`src/rtl/scm_pkg.sv`:
```
// Shared types and constants for the serial command keyword matcher.
// No dependencies; imported by every module of the block.
`default_nettype none

package scm_pkg;

	localparam int SLOTS       = 8;
	localparam int KEY_CHARS   = 8;
	localparam int KEY_W       = 8 * KEY_CHARS;
	localparam int SLOT_W      = $clog2(SLOTS);
	localparam int LINE_LENGTH = 32;
	localparam int POS_W       = 6;
	localparam int LEN_W       = 4;

	localparam logic [7:0] CR_BYTE    = 8'd13;
	localparam logic [7:0] SPACE_BYTE = 8'd32;
	localparam logic [7:0] PRINT_LO   = 8'h20;
	localparam logic [7:0] PRINT_HI   = 8'h7E;

	localparam logic [POS_W-1:0] LINE_FULL    = POS_W'(LINE_LENGTH);
	localparam logic [LEN_W-1:0] KEY_LEN      = LEN_W'(KEY_CHARS);
	localparam logic [LEN_W-1:0] KEY_LEN_OVER = LEN_W'(KEY_CHARS + 1);

	typedef enum logic [1:0] {
		PHASE_BEFORE = 2'd0,
		PHASE_IN     = 2'd1,
		PHASE_AFTER  = 2'd2
	} phase_t;

	typedef logic [SLOTS-1:0][KEY_W-1:0] kw_array_t;

	typedef struct packed {
		logic              matched;
		logic [SLOT_W-1:0] slot_index;
	} scm_result_t;

	// Character of a keyword at a word position; zero beyond the last slot byte.
	function automatic logic [7:0] key_byte(input logic [KEY_W-1:0] kw,
			input logic [LEN_W-1:0] pos);
		logic [7:0] b;
		b = 8'd0;
		if (pos < KEY_LEN)
			b = kw[8 * pos[2:0] +: 8];
		return b;
	endfunction

endpackage

`default_nettype wire

```
`src/rtl/scm_keyword_bank.sv`:
```
// Keyword slot registers, loaded through the plain configuration write port.
// Depends on scm_pkg.
`default_nettype none

module scm_keyword_bank
	import scm_pkg::*;
(
	input  wire logic              clk,
	input  wire logic              arst_n,
	input  wire logic              cfg_wr_en,
	input  wire logic [SLOT_W-1:0] cfg_index,
	input  wire logic [KEY_W-1:0]  cfg_data,
	output kw_array_t              keywords
);

	kw_array_t kw_q;

	always_ff @(posedge clk or negedge arst_n) begin
		if (!arst_n) begin
			kw_q <= '0;
		end else if (cfg_wr_en) begin
			kw_q[cfg_index] <= cfg_data;
		end
	end

	assign keywords = kw_q;

endmodule

`default_nettype wire

```
`src/rtl/scm_line_matcher.sv`:
```
// Line state and per-character keyword comparison; one byte per step.
// Depends on scm_pkg.
`default_nettype none

module scm_line_matcher
	import scm_pkg::*;
(
	input  wire logic       clk,
	input  wire logic       arst_n,
	input  wire logic       step,
	input  wire logic [7:0] byte_in,
	input  wire kw_array_t  keywords,
	output logic            res_valid,
	output scm_result_t     result
);

	logic [POS_W-1:0] pos_q;
	phase_t           phase_q;
	logic [LEN_W-1:0] len_q;
	logic [SLOTS-1:0] cand_q;

	logic             is_cr;
	logic             is_print;
	logic             restart;
	logic [POS_W-1:0] pos_eff;
	phase_t           phase_eff;
	logic [LEN_W-1:0] len_eff;
	logic [SLOTS-1:0] cand_eff;
	logic [SLOTS-1:0] keep;
	logic [SLOTS-1:0] hits;
	logic [POS_W-1:0] pos_d;
	phase_t           phase_d;
	logic [LEN_W-1:0] len_d;
	logic [SLOTS-1:0] cand_d;

	assign is_cr    = (byte_in == CR_BYTE);
	assign is_print = (byte_in >= PRINT_LO) && (byte_in <= PRINT_HI);
	assign restart  = is_print && (pos_q >= LINE_FULL);

	// a printable byte on a full line starts a fresh line first
	always_comb begin
		pos_eff   = restart ? '0 : pos_q;
		phase_eff = restart ? PHASE_BEFORE : phase_q;
		len_eff   = restart ? '0 : len_q;
		cand_eff  = restart ? '1 : cand_q;
	end

	always_comb begin
		for (int k = 0; k < SLOTS; k++) begin
			keep[k] = (key_byte(keywords[k], len_eff) == byte_in);
			hits[k] = cand_q[k] && (len_q <= KEY_LEN) &&
				((len_q == KEY_LEN) || (key_byte(keywords[k], len_q) == 8'd0));
		end
	end

	always_comb begin
		result.matched    = |hits;
		result.slot_index = '0;
		for (int k = SLOTS - 1; k >= 0; k--) begin
			if (hits[k])
				result.slot_index = SLOT_W'(k);
		end
		res_valid = is_cr && (phase_q != PHASE_BEFORE);
	end

	always_comb begin
		pos_d   = pos_q;
		phase_d = phase_q;
		len_d   = len_q;
		cand_d  = cand_q;
		if (is_cr) begin
			pos_d   = '0;
			phase_d = PHASE_BEFORE;
			len_d   = '0;
			cand_d  = '1;
		end else if (is_print) begin
			pos_d   = pos_eff + POS_W'(1);
			phase_d = phase_eff;
			len_d   = len_eff;
			cand_d  = cand_eff;
			if (byte_in == SPACE_BYTE) begin
				if (phase_eff == PHASE_IN)
					phase_d = PHASE_AFTER;
			end else if (phase_eff != PHASE_AFTER) begin
				phase_d = PHASE_IN;
				if (len_eff < KEY_LEN)
					cand_d = cand_eff & keep;
				else
					cand_d = '0;
				if (len_eff < KEY_LEN_OVER)
					len_d = len_eff + LEN_W'(1);
			end
		end
	end

	always_ff @(posedge clk or negedge arst_n) begin
		if (!arst_n) begin
			pos_q   <= '0;
			phase_q <= PHASE_BEFORE;
			len_q   <= '0;
			cand_q  <= '1;
		end else if (step) begin
			pos_q   <= pos_d;
			phase_q <= phase_d;
			len_q   <= len_d;
			cand_q  <= cand_d;
		end
	end

endmodule

`default_nettype wire

```
`src/rtl/serial_command_keyword_matcher.sv`:
```
// Serial command keyword matcher: input word register, line matcher, result register.
// Depends on scm_pkg, scm_keyword_bank and scm_line_matcher.
//
// Usage:
//   Received bytes enter on in_valid/in_ready/rx_byte, one word per cycle if ready.
//   Printable bytes build a line; the first space-delimited word is compared
//   against eight keyword slots as it arrives. A carriage return ends the
//   line and, if the line holds a word, one result word leaves on
//   out_valid/out_ready with matched and slot_index (lowest matching slot).
//   Empty lines and non-printable bytes give no result.
//   Keywords are loaded through cfg_wr_en/cfg_index/cfg_data while idle.
// Timing:
//   out_valid rises once the accepted carriage return has passed from the input
//   register into the result register; the result can leave at the next edge.
//   Throughput is one byte per cycle while no carriage return is held; each byte
//   is compared against all eight slots in parallel in the line matcher.
// Reset and stall:
//   arst_n clears the keywords, the line state and both valid flags.
//   While a result waits, the input register keeps accepting bytes; only a
//   second carriage return is held until the pending result is taken.
`default_nettype none

module serial_command_keyword_matcher
	import scm_pkg::*;
(
	input  wire logic              clk,
	input  wire logic              arst_n,
	input  wire logic              in_valid,
	output logic                   in_ready,
	input  wire logic [7:0]        rx_byte,
	output logic                   out_valid,
	input  wire logic              out_ready,
	output logic                   matched,
	output logic [SLOT_W-1:0]      slot_index,
	input  wire logic              cfg_wr_en,
	input  wire logic [SLOT_W-1:0] cfg_index,
	input  wire logic [KEY_W-1:0]  cfg_data
);

	kw_array_t   keywords;
	logic        valid_s1;
	logic [7:0]  byte_s1;
	logic        out_valid_q;
	scm_result_t out_q;
	logic        res_valid;
	scm_result_t result;
	logic        fire;

	scm_keyword_bank u_bank (
		.clk       (clk),
		.arst_n    (arst_n),
		.cfg_wr_en (cfg_wr_en),
		.cfg_index (cfg_index),
		.cfg_data  (cfg_data),
		.keywords  (keywords)
	);

	// hold a carriage return only while the result register is still full
	assign fire     = valid_s1 && ((byte_s1 != CR_BYTE) || !out_valid_q || out_ready);
	assign in_ready = !valid_s1 || fire;

	scm_line_matcher u_match (
		.clk       (clk),
		.arst_n    (arst_n),
		.step      (fire),
		.byte_in   (byte_s1),
		.keywords  (keywords),
		.res_valid (res_valid),
		.result    (result)
	);

	always_ff @(posedge clk or negedge arst_n) begin
		if (!arst_n) begin
			valid_s1 <= 1'b0;
		end else if (in_ready) begin
			valid_s1 <= in_valid;
		end
	end

	always_ff @(posedge clk) begin
		if (in_ready && in_valid)
			byte_s1 <= rx_byte;
	end

	always_ff @(posedge clk or negedge arst_n) begin
		if (!arst_n) begin
			out_valid_q <= 1'b0;
		end else if (fire && res_valid) begin
			out_valid_q <= 1'b1;
		end else if (out_ready) begin
			out_valid_q <= 1'b0;
		end
	end

	always_ff @(posedge clk) begin
		if (fire && res_valid)
			out_q <= result;
	end

	assign out_valid  = out_valid_q;
	assign matched    = out_q.matched;
	assign slot_index = out_q.slot_index;

endmodule

`default_nettype wire

```
`config.mk`:
```
export PLATFORM = sky130hd
export DESIGN_NAME = serial_command_keyword_matcher
export DESIGN_NICKNAME = d
export VERILOG_FILES = /design/src/rtl/scm_pkg.sv /design/src/rtl/scm_keyword_bank.sv /design/src/rtl/scm_line_matcher.sv /design/src/rtl/serial_command_keyword_matcher.sv
export SDC_FILE = /design/constraint.sdc
export NUM_CORES = 1
export LEC_CHECK = 0
export BUFFER_PORTS_ARGS = -buffer_cell sky130_fd_sc_hd__clkbuf_2
export CORE_MARGIN = 1.5
export CORE_UTILIZATION = 40
export DETAILED_ROUTE_END_ITERATION = 10
export GPL_ROUTABILITY_DRIVEN = 1
export PLACE_DENSITY = 0.64
export SLEW_MARGIN = 20
export SYNTH_ARGS = -nofsm -noshare
export SYNTH_HDL_FRONTEND = slang
export SYNTH_SLANG_ARGS = --single-unit
```
`constraint.sdc`:
```
create_clock -name clk -period 2.6 [get_ports clk]
set_input_delay 0.26 -clock clk [delete_from_list [all_inputs] [get_ports clk]]
set_output_delay 0.26 -clock clk [all_outputs]
set_load 0.005 [all_outputs]
```
After elaboration in Yosys (flattened, before gate mapping)
Index checks and enable logic that the tools add are counted.
- bits in latches: 0
- memories kept: 0
- memory bits (read-only): 0
- bits in registers: 546
- output and inout bits: 6
- RAM bits: 0
- bitwise gates (word level): 1
- multiplexer cells: 49
- multipliers: 0
- reductions and logical operators: 51
- shift operators: 16
- $lt $le $gt $ge: 9
- equality and inequality tests: 14
- add/subtract/negate cells: 2
- divide/modulo/power cells: 0
- operator list (cell ; count):
    64-bit by 7-bit indexed part select with 8-bit output ; 16
    512-bit bitwise mux ; 1
    64-bit demux with 3-bit select ; 1
    8-bit 2-to-1 mux ; 22
    8-bit equality test ; 8
    8-bit logical NOT ; 8
    64-bit 2-to-1 mux ; 1
    4-bit 2-to-1 mux ; 6
    1-bit logical AND ; 23
    6-bit 2-to-1 mux ; 3
    2-bit 2-to-1 mux ; 8
    4-bit < comparator, second input constant ; 3
    3-bit 2-to-1 mux ; 4
    1-bit logical OR ; 11
    8-bit bitwise AND ; 1
    8-bit by 4-bit equality test with 1-bit output, second input constant ; 1
    8-bit by 6-bit equality test with 1-bit output, second input constant ; 1
    8-bit by 6-bit >= comparator with 1-bit output, second input constant ; 1
    8-bit by 7-bit <= comparator with 1-bit output, second input constant ; 1
    8-bit by 4-bit inequality test with 1-bit output, second input constant ; 1
    8-bit OR reduction ; 1
    6-bit by 1-bit adder with 6-bit output, second input constant ; 1
    6-bit >= comparator, second input constant ; 1
    2-bit nonzero test ; 3
    other kinds (12) ; 15

Logic depth before layout (Yosys ltp)
Gate-level depths: netlist (run 1).
- depth in word-level cells: 13
- mapped depth: 15
- depth with buffers taken out: 11

By module
Synthesis (run 1) repeated with hierarchy kept, for this count alone.
- cells, all modules: 2348
- area, all modules: 28269.6 sq um
- modules (own cells, without submodules) (module ; instances ; cells an instance ; sequential area each (sq um) ; area an instance (sq um)):
    scm_keyword_bank ; 1 ; 1087 ; 12812.3 ; 19177.1
    scm_line_matcher ; 1 ; 1235 ; 510.5 ; 8597.0
    serial_command_keyword_matcher ; 1 ; 26 ; 410.4 ; 495.5

Least setup slack after synthesis (run 1)
OpenSTA, ideal clock, no wires.
- path type: flip-flop to flip-flop
- from: reg byte_s1[0]
- to: reg u_match.len_q[1]
- path buffers: 4
- cell stages (with the launch flop): 15
- required time: 2533 ps
- setup time: 67 ps
- clock period less this slack: 2500 ps
- path slack: 100 ps
- arrival: 2432 ps
- cells stage by stage: edfxtp_1 > buf_6 > nand3_4 > o211a_1 > buf_6 > nor2_2 > inv_2 > buf_2 > buf_1 > ha_1 > a21oi_1 > a21oi_1 > o21a_1 > o21ai_0 > a32o_1
- word-level cells in the longest chain between the ends: 10
- ends and longest elaborated chain (what ; line ; RTL):
    start: declaration ; serial_command_keyword_matcher.sv:42 ; logic [7:0] byte_s1;
    start signal: assignment ; serial_command_keyword_matcher.sv:82 ; byte_s1 <= rx_byte;
    8-bit by 6-bit >= comparator with 1-bit output or 8-bit by 7-bit <= comparator with 1-bit output (tied branches) ; scm_line_matcher.sv:37 ; assign is_print = (byte_in >= PRINT_LO) && (byte_in <= PRINT_HI);
    1-bit logical AND ; scm_line_matcher.sv:37 ;
    1-bit logical AND ; scm_line_matcher.sv:38 ; assign restart = is_print && (pos_q >= LINE_FULL);
    4-bit 2-to-1 mux ; scm_line_matcher.sv:44 ; len_eff = restart ? '0 : len_q;
    4-bit by 1-bit adder with 4-bit output or 4-bit < comparator (tied branches) ; scm_line_matcher.sv:91, scm_line_matcher.sv:90 ;
    4-bit 2-to-1 mux ; scm_line_matcher.sv:90 ; if (len_eff < KEY_LEN_OVER)
    4-bit 2-to-1 mux ; scm_line_matcher.sv:84 ; end else if (phase_eff != PHASE_AFTER) begin
    4-bit 2-to-1 mux ; scm_line_matcher.sv:81 ; if (byte_in == SPACE_BYTE) begin
    4-bit 2-to-1 mux ; scm_line_matcher.sv:76 ; end else if (is_print) begin
    4-bit 2-to-1 mux ; scm_line_matcher.sv:71 ; if (is_cr) begin
    end signal: assignment ; scm_line_matcher.sv:105 ; len_q <= len_d;
    end: declaration ; scm_line_matcher.sv:19 ; logic [LEN_W-1:0] len_q;
Parallel ways exist; a longest one is shown, timed or not. The select of a mux whose other input is x is not followed.
A chain may end at the register's enable or synchronous reset.

Final worst setup path (run 1)
- from: reg u_match.len_q[0]
- to: reg u_match.cand_q[4]
- word-level cells in the longest chain between the ends: 10
- ends and longest elaborated chain (what ; line ; RTL):
    4-bit 2-to-1 mux (*) ; scm_line_matcher.sv:44 ;
    64-bit by 7-bit indexed part select with 8-bit output or 4-bit < comparator (tied branches) ; scm_pkg.sv:43, scm_pkg.sv:42, scm_line_matcher.sv:86 ;
    8-bit 2-to-1 mux ; scm_pkg.sv:42 ; if (pos < KEY_LEN)
    8-bit equality test ; scm_line_matcher.sv:50 ; keep[k] = (key_byte(keywords[k], len_eff) == byte_in);
    8-bit bitwise AND ; scm_line_matcher.sv:87 ; cand_d = cand_eff & keep;
    8-bit 2-to-1 mux (*) ; scm_line_matcher.sv:86 ; if (len_eff < KEY_LEN)
    8-bit 2-to-1 mux (*) ; scm_line_matcher.sv:84 ;
    8-bit 2-to-1 mux (*) ; scm_line_matcher.sv:81 ;
    8-bit 2-to-1 mux (*) ; scm_line_matcher.sv:76 ;
    8-bit 2-to-1 mux (*) ; scm_line_matcher.sv:71 ;
    end signal: assignment ; scm_line_matcher.sv:106 ; cand_q <= cand_d;
    end: declaration ; scm_line_matcher.sv:20 ; logic [SLOTS-1:0] cand_q;
Every way passes the cells marked *; elsewhere a longest branch is shown, timed or not. The select of a mux whose other input is x is not followed.

==> qor.yml, run 1 <==
cells_and_area:
  drive_gt1_share_pct: 51.32
  design_area_um2: 37320
  syn2layout_area_growth_pct: 34.53
  fillers: 5794
  fin_util_pct: 54.42
  final_cells: 3883
  nNetsFinal: 2982
power:
  power.share.combinational_pct: 46.9
  vdd.ir_drop.worst_mv: 0.6464
  power_density_nw_per_um2: 1089
  power_switching_uw: 16200
  swShare_pct: 39.85
  clockPowerShare_pct: 22.8
  power_leakage_uw: 0.01573
  p_total_uw: 40640
  pwr-share-seq_pct: 30.3
  intPower_uw: 24440
critical_path:
  cpMostUsedCell: "buf_4"
  reg2reg_depth: 12
  worst-setup-path-type: "register to register"
  cp.buffers_inverters: 5
  arrival_ns: 3.41
  required_ns: 3.15
  critPathLaunchType: "register"
  reg2reg_to: "u_match.cand_q[4]"
  path_max_fanout: 8
  max_stage_delay_ns: 0.54
  crit_family: "simple AND/OR/NAND/NOR gates"
  crit_chain: "buf_12 > buf_4 > buf_4 > nand2b_4 > buf_4 > buf_4 > nor3_4 > nor3_1 > a21oi_2 > xnor2_1 > or4_4 > o31ai_2"
  endpoint_kind: "register"
  reg2reg_slack_ns: -0.26
  slowest_stage: "or4_4"
  r2r-start: "u_match.len_q[0]"
sta:
  period_share_pct: 109.9
  hold_viol: 0
  min_period_ns: 2.857
  worst_pin_slew_ns: 0.9736
  layout_setup_ws_ns: -0.2569
  skew_ns: 0.03739
  fmax_mhz: 350.0
  finalSetupViolCount: 14
  maxSlewViolCount: 0
  rsz0062_at_grt: "yes"
  relSlewSlack_pct: 34.75
synthesis:
  synth_cell_types: 78
  synth_area_um2: 27750
  yosysWarnings: 0
  synthAdderAreaFrac_pct: 0.1353
  synth_top_family_by_area: "multiplexers"
  synth_xor_xnor_area_share_pct: 1.862
  synth_ff_type: "dfrtp_1"
  synth-edff-count: 12
  ys_seq_area_share_pct: 49.50
  synth_mux_area_share_pct: 26.33
  synth-simple-area-share_pct: 9.655
  async_flop_share_pct: 97.80
  syn_nets: 2410
  synth_compound_area_share_pct: 9.479
  synth.avg_cell_area_um2: 11.92
  synth_seq_cells: 546
  synth_cells: 2327
clocking:
  insertion_delay_ns: 0.66
  clock_sinks: 546
  ctsHtreeMaxLevel: 2
  cts_tree: "built"
  clock-root-buffer: "clkbuf_16"
  cts_buffers: 61
  clockBufferDepth: 3
  clk_pin_slew_ns: 0.07
floorplan:
  num_rows: 96
  core-area_um2: 68590
  die_y_um: 266.4
  die_w_um: 266.4
  die_area_um2: 70950
  initial_utilization_pct: 40.45
  io_pins: 86
placement:
  placed_area_um2: 33080
  place_hpwl_um: 103700
  place_inst: 3706
  place_congestion: 1.109
  port_buffers: 85
  dp_worst_setup_slack_ns: -0.5648
global_route:
  grt_use_met2_pct: 57.82
  grt_max_degree: 103
  grt_first_pass_wirelength_um: 188800
  grt_usage_pct: 38.33
  met1_usage_pct: 51.08
  grt_antenna_before_repair: 6
  grt.busiest_layer: "met2"
  overflow: 0
  grt_pass1_vias: 24080
  use_met3_pct: 6.993
detailed_routing:
  wire_per_inst_um: 35.07
  route.vias.total: 24340
  wirelength_um: 136200
  drt-initial-drc-count: 2523
  dr.pass1.iters: 5
  viasPerCell: 6.269
  drtAntennaViolNets: 0
  drc: 0
worst_hold_path:
  min_to: "u_bank.keywords[210]"
  worstHoldStart: "cfg_data[18]"
  hold_depth: 2
  hold_class: "primary input to register"
flow_run:
  timing.max_cap.violations: 0
status:
  violations: "setup timing"
  status: "finished, violations left"
-- cells in the mapped netlist, types with 10 or more instances --
| master | n | share of area [%] |
|---|---|---|
| buf_1 | 10 | 0.14 |
| dfrtp_1 | 526 | 47 |
| nand2_1 | 97 | 1.3 |
| nor2_1 | 78 | 1.1 |
| o32ai_1 | 10 | 0.32 |
| nand3_1 | 72 | 1.3 |
| a211oi_1 | 26 | 0.70 |
| a221oi_1 | 14 | 0.44 |
| a21oi_1 | 108 | 1.9 |
| nand4_1 | 11 | 0.25 |
| a2111oi_0 | 16 | 0.51 |
| nor4_1 | 128 | 2.9 |
| buf_2 | 50 | 0.90 |
| mux2i_1 | 83 | 3.0 |
| nor3_1 | 30 | 0.54 |
| buf_4 | 14 | 0.38 |
| xnor2_1 | 43 | 1.4 |
| and3_1 | 19 | 0.43 |
| a31oi_1 | 20 | 0.45 |
| mux4_2 | 22 | 1.8 |
| o2bb2ai_1 | 10 | 0.32 |
| o211ai_1 | 11 | 0.30 |
| xor2_1 | 16 | 0.51 |
| nor2b_1 | 26 | 0.59 |
| o21ai_0 | 53 | 0.96 |
| mux2_2 | 531 | 22 |
| o22ai_1 | 22 | 0.50 |
| edfxtp_1 | 12 | 1.3 |
| clkbuf_1 | 91 | 1.2 |
| inv_1 | 13 | 0.18 |
-- what timing repair did --
item / 4_1_cts / 5_1_grt
buffers inserted: 27 / 22
gates resized for setup: 193 / 106
setup endpoints to repair: 16 / 16
pin swaps: 35 / 59
hold endpoints to repair: 59 / 0
hold buffers: 15 / 0
gates cloned: 4 / 1
-- per-layer routing --
layer  share of wire (%)  wire (um)
met3                 8.5      11580
met4                 7.7      10440
met2                  44      59640
met5               0.026         36
met1                  40      54490
-- how the worst max path moves through the flow --
stage                                start           endpoint  slack, ns  cells past startpoint
final                     u_match.len_q[0]  u_match.cand_q[4]      -0.26                     12
after floorplan                 byte_s1[0]   u_match.len_q[1]       0.10                     14
after detailed placement        byte_s1[6]  u_match.cand_q[3]      -0.56                     10
after CTS                 u_match.len_q[0]  u_match.cand_q[7]      -0.17                     10
after global placement    u_match.len_q[0]  u_match.cand_q[3]      -0.69                     10
after global routing            byte_s1[6]  u_match.cand_q[7]      -0.33                     11
-- state kept, by name (all words and copies together) (netlist names) --
| name | flops |
|---|---|
| u_bank.keywords | 512 |
| byte_s1 | 8 |
| u_match.cand_q | 8 |
| u_match.pos_q | 6 |
| u_match.len_q | 4 |
| slot_index | 3 |
| u_match.phase_q | 2 |
| matched | 1 |
| out_valid | 1 |
| valid_s1 | 1 |
-- through the flow --
| step | hold slack (ns) | setup TNS, ns |
|---|---|---|
| 2_1_floorplan | -0.03559 | 0 |
| 3_3_place_gp | 0.2677 | -4.918 |
| 3_5_place_dp | 0.2665 | -5.145 |
| 4_1_cts | 0.001290 | -1.208 |
| 5_1_grt | 0.03163 | -2.636 |
| 6_report | 0.03124 | -1.817 |
-- power groups by stage --
| stage | combinational [uW] | clock (uW) | sequential [uW] |
|---|---|---|---|
| floorplan | 7460 | 0 | 11500 |
| global placement | 16400 | 0 | 12200 |
| detailed placement | 16500 | 0 | 12300 |
| CTS | 17800 | 9350 | 12200 |
| global route | 19400 | 9710 | 12500 |
| finish | 19100 | 9260 | 12300 |
-- layout by cell type (no fill, tap or decap), types with 20 or more instances in the layout --
master,count
xnor2_1,39
nand2_1,86
clkbuf_2,84
a21oi_1,87
mux2i_1,77
nand3_1,65
buf_6,30
mux2_2,530
clkbuf_16,63
dfrtp_1,523
nor2b_1,21
buf_12,47
buf_4,492
a211oi_1,24
nor3_1,20
nor4_1,114
nor2_1,68
mux4_2,22
o21ai_0,40
-- logic make-up (layout without fill, tap and decap cells) --
| kind of cell | Yosys count | after routing |
|---|---|---|
| compound gates | 390 | 390 |
| xor+xnor | 59 | 59 |
| fa+ha+maj | 3 | 3 |
| buf+inv | 186 | 809 |
| flops | 546 | 546 |
| mux | 636 | 636 |
| other cells | 0 | 2 |
| simple gates | 507 | 507 |
-- final cells by class --
class | count | area (um2) | area share, %
Antenna cell | 2 | 5.005 | 0.01341
Clock buffer | 84 | 1764 | 4.727
Sequential cell | 546 | 13740 | 36.82
Timing Repair Buffer | 678 | 5763 | 15.44
Clock inverter | 30 | 409.1 | 1.096
Multi-Input combinational cell | 1595 | 14410 | 38.60
Inverter | 17 | 68.82 | 0.1844
Tap cell | 931 | 1165 | 3.121
Power figures use the tool's default switching activity.
==> run 2: changes to the inputs <==
HOLD_SLACK_MARGIN = 0.15   (was default)
MAX_ROUTING_LAYER = met4   (was default)
==> qor.yml, run 2 (same netlist as run 1, synthesis figures left out) <==
sta:
  relSlewSlack_pct: 40.07
  holdWs_ns: 0.2144
  fmax_mhz: 354.6
  maxSlewViolCount: 0
  hold_viol: 0
  skew_ns: 0.05702
  min_period_ns: 2.820
  period_share_pct: 108.5
  finalSetupViolCount: 13
  worst_pin_slew_ns: 0.8942
  rsz0062_at_grt: "yes"
  layout_setup_ws_ns: -0.2203
critical_path:
  critPathLaunchType: "register"
  endpoint_kind: "register"
  required_ns: 3.13
  worst-setup-path-type: "register to register"
  path_max_fanout: 7
  arrival_ns: 3.35
detailed_routing:
  maxUsedRoutingLayer: "met4"
  wire_per_inst_um: 35.32
  viasPerCell: 6.137
  drc: 0
  dr.pass1.iters: 5
  drt-initial-drc-count: 2533
  wl_met3_um: 9805
  wl_met2_um: 64160
  wirelength_um: 140900
  wl_met1_um: 57510
  route.vias.total: 24480
  drtAntennaViolNets: 0
placement:
  place_congestion: 1.107
  port_buffers: 85
  dp_worst_setup_slack_ns: -0.8126
  place_hpwl_um: 105500
global_route:
  grt_antenna_before_repair: 7
  grt_pass1_vias: 24680
  grt_first_pass_wirelength_um: 194700
  grt_max_degree: 92
  grt_usage_pct: 40.82
  overflow: 0
clocking:
  clock_sinks: 546
  clk_pin_slew_ns: 0.06
  cts_buffers: 61
  clockBufferDepth: 3
  insertion_delay_ns: 0.66
  clock-root-buffer: "clkbuf_16"
  ctsHtreeMaxLevel: 2
  cts_tree: "built"
floorplan:
  core-area_um2: 68590
  num_rows: 96
  initial_utilization_pct: 40.45
  die_y_um: 266.4
  io_pins: 86
  die_w_um: 266.4
  die_area_um2: 70950
status:
  status: "finished, violations left"
  violations: "setup timing"
worst_hold_path:
  hold_class: "primary input to asynchronous set/reset pin"
cells_and_area:
  nNetsFinal: 3087
  drive_gt1_share_pct: 50.92
  mostFrequentLayoutCells: "535 x buf_4, 529 x mux2_2, 523 x dfrtp_1, 110 x nor4_1, 89 x a21oi_1"
  largest_register_ff_count: 512
  layout_commonest_cell: "buf_4"
  syn2layout_area_growth_pct: 38.53
flow_run:
  timing.max_cap.violations: 0
power:
  power_density_nw_per_um2: 1075
  vdd.ir_drop.worst_mv: 0.7339
  power_leakage_uw: 0.01627
run 2: cell types whose count changed in the layout (fill, tap and decap cells not counted), sizes merged:
cell	before	now
dlygate4sd3	15	76
buf	576	617
bufbuf	2	5
clkbuf	169	171
clkinv	17	15
diode	2	4
clkinvlp	2	1
run 2: worst paths after layout:
path | cells after the start | startpoint | to | slack (ns)
min in group clk | 2 | rx_byte[7] | byte_s1[7] | 0.32
setup / recovery | 8 | u_match.len_q[0] | u_match.cand_q[4] | -0.22
max in group asynchronous | 3 | arst_n | u_bank.keywords[371] | 1.42
setup reg to reg | 8 | u_match.len_q[0] | u_match.cand_q[4] | -0.22
hold / removal | 2 | arst_n | u_bank.keywords[264] | 0.21
hold reg to reg | 1 | u_match.pos_q[0] | u_match.pos_q[0] | 0.48
run 2: area by class of cell:
| cell class | instances | area [um2] |
|---|---|---|
| Fill cell | 5698 | 30150 |
| Timing Repair Buffer | 783 | 6787 |
| Inverter | 17 | 71.32 |
| Tap cell | 931 | 1165 |
| Multi-Input combinational cell | 1595 | 14460 |
| Clock inverter | 27 | 379.1 |
| Antenna cell | 4 | 10.01 |
| Sequential cell | 546 | 13740 |
| Clock buffer | 86 | 1822 |
run 2: metal layers:
| layer | vias to the layer above | track usage, % |
|---|---|---|
| met5 | - | - |
| met4 | 0 | 21.88 |
| met3 | 289 | 5.840 |
| met2 | 1194 | 62.58 |
| met1 | 12820 | 52.44 |
| li1 | 10170 | - |
run 2: power breakdown:
| group | total, uW | switching (uW) | leakage, uW | internal, uW |
|---|---|---|---|---|
| Combinational | 19700 | 10800 | 0.00866 | 8920 |
| Sequential | 12300 | 1910 | 0.00652 | 10400 |
| Clock | 9390 | 3790 | 0.00109 | 5600 |
| Total | 41300 | 16500 | 0.0163 | 24900 |
run 2: what timing repair did:
item | CTS | global route
resized for setup | 226 | 74
pin swaps | 69 | 44
hold buffers | 76 | 0
endpoints found under the hold margin | 822 | 0
cloned | 7 | 1
buffers inserted | 32 | 20
endpoints found under the setup margin | 16 | 15
run 2: through the flow:
stage / TNS [ns] / area (um2) / cells / utilization (%) / total power [uW]
2_1_floorplan: 0 / 27750 / 2327 / - / 18940
3_3_place_gp: -6.350 / 33460 / 3747 / 48.79 / 29070
3_5_place_dp: -6.370 / 33470 / 3747 / 48.80 / 29200
4_1_cts: -0.8154 / 37940 / 3967 / 55.32 / 40450
5_1_grt: -2.208 / 38440 / 3989 / 56.04 / 42310
6_report: -1.464 / 38440 / 3989 / 56.04 / 41340
run 2: critical path, cell delays in order, from the launching register on:
cell	delay, ns
dfrtp_4	0.50
buf_12	0.16
mux4_2	0.61
o211ai_1	0.43
a2bb2oi_2	0.18
xor2_1	0.18
nor4_1	0.19
o311ai_1	0.18
o31ai_2	0.26
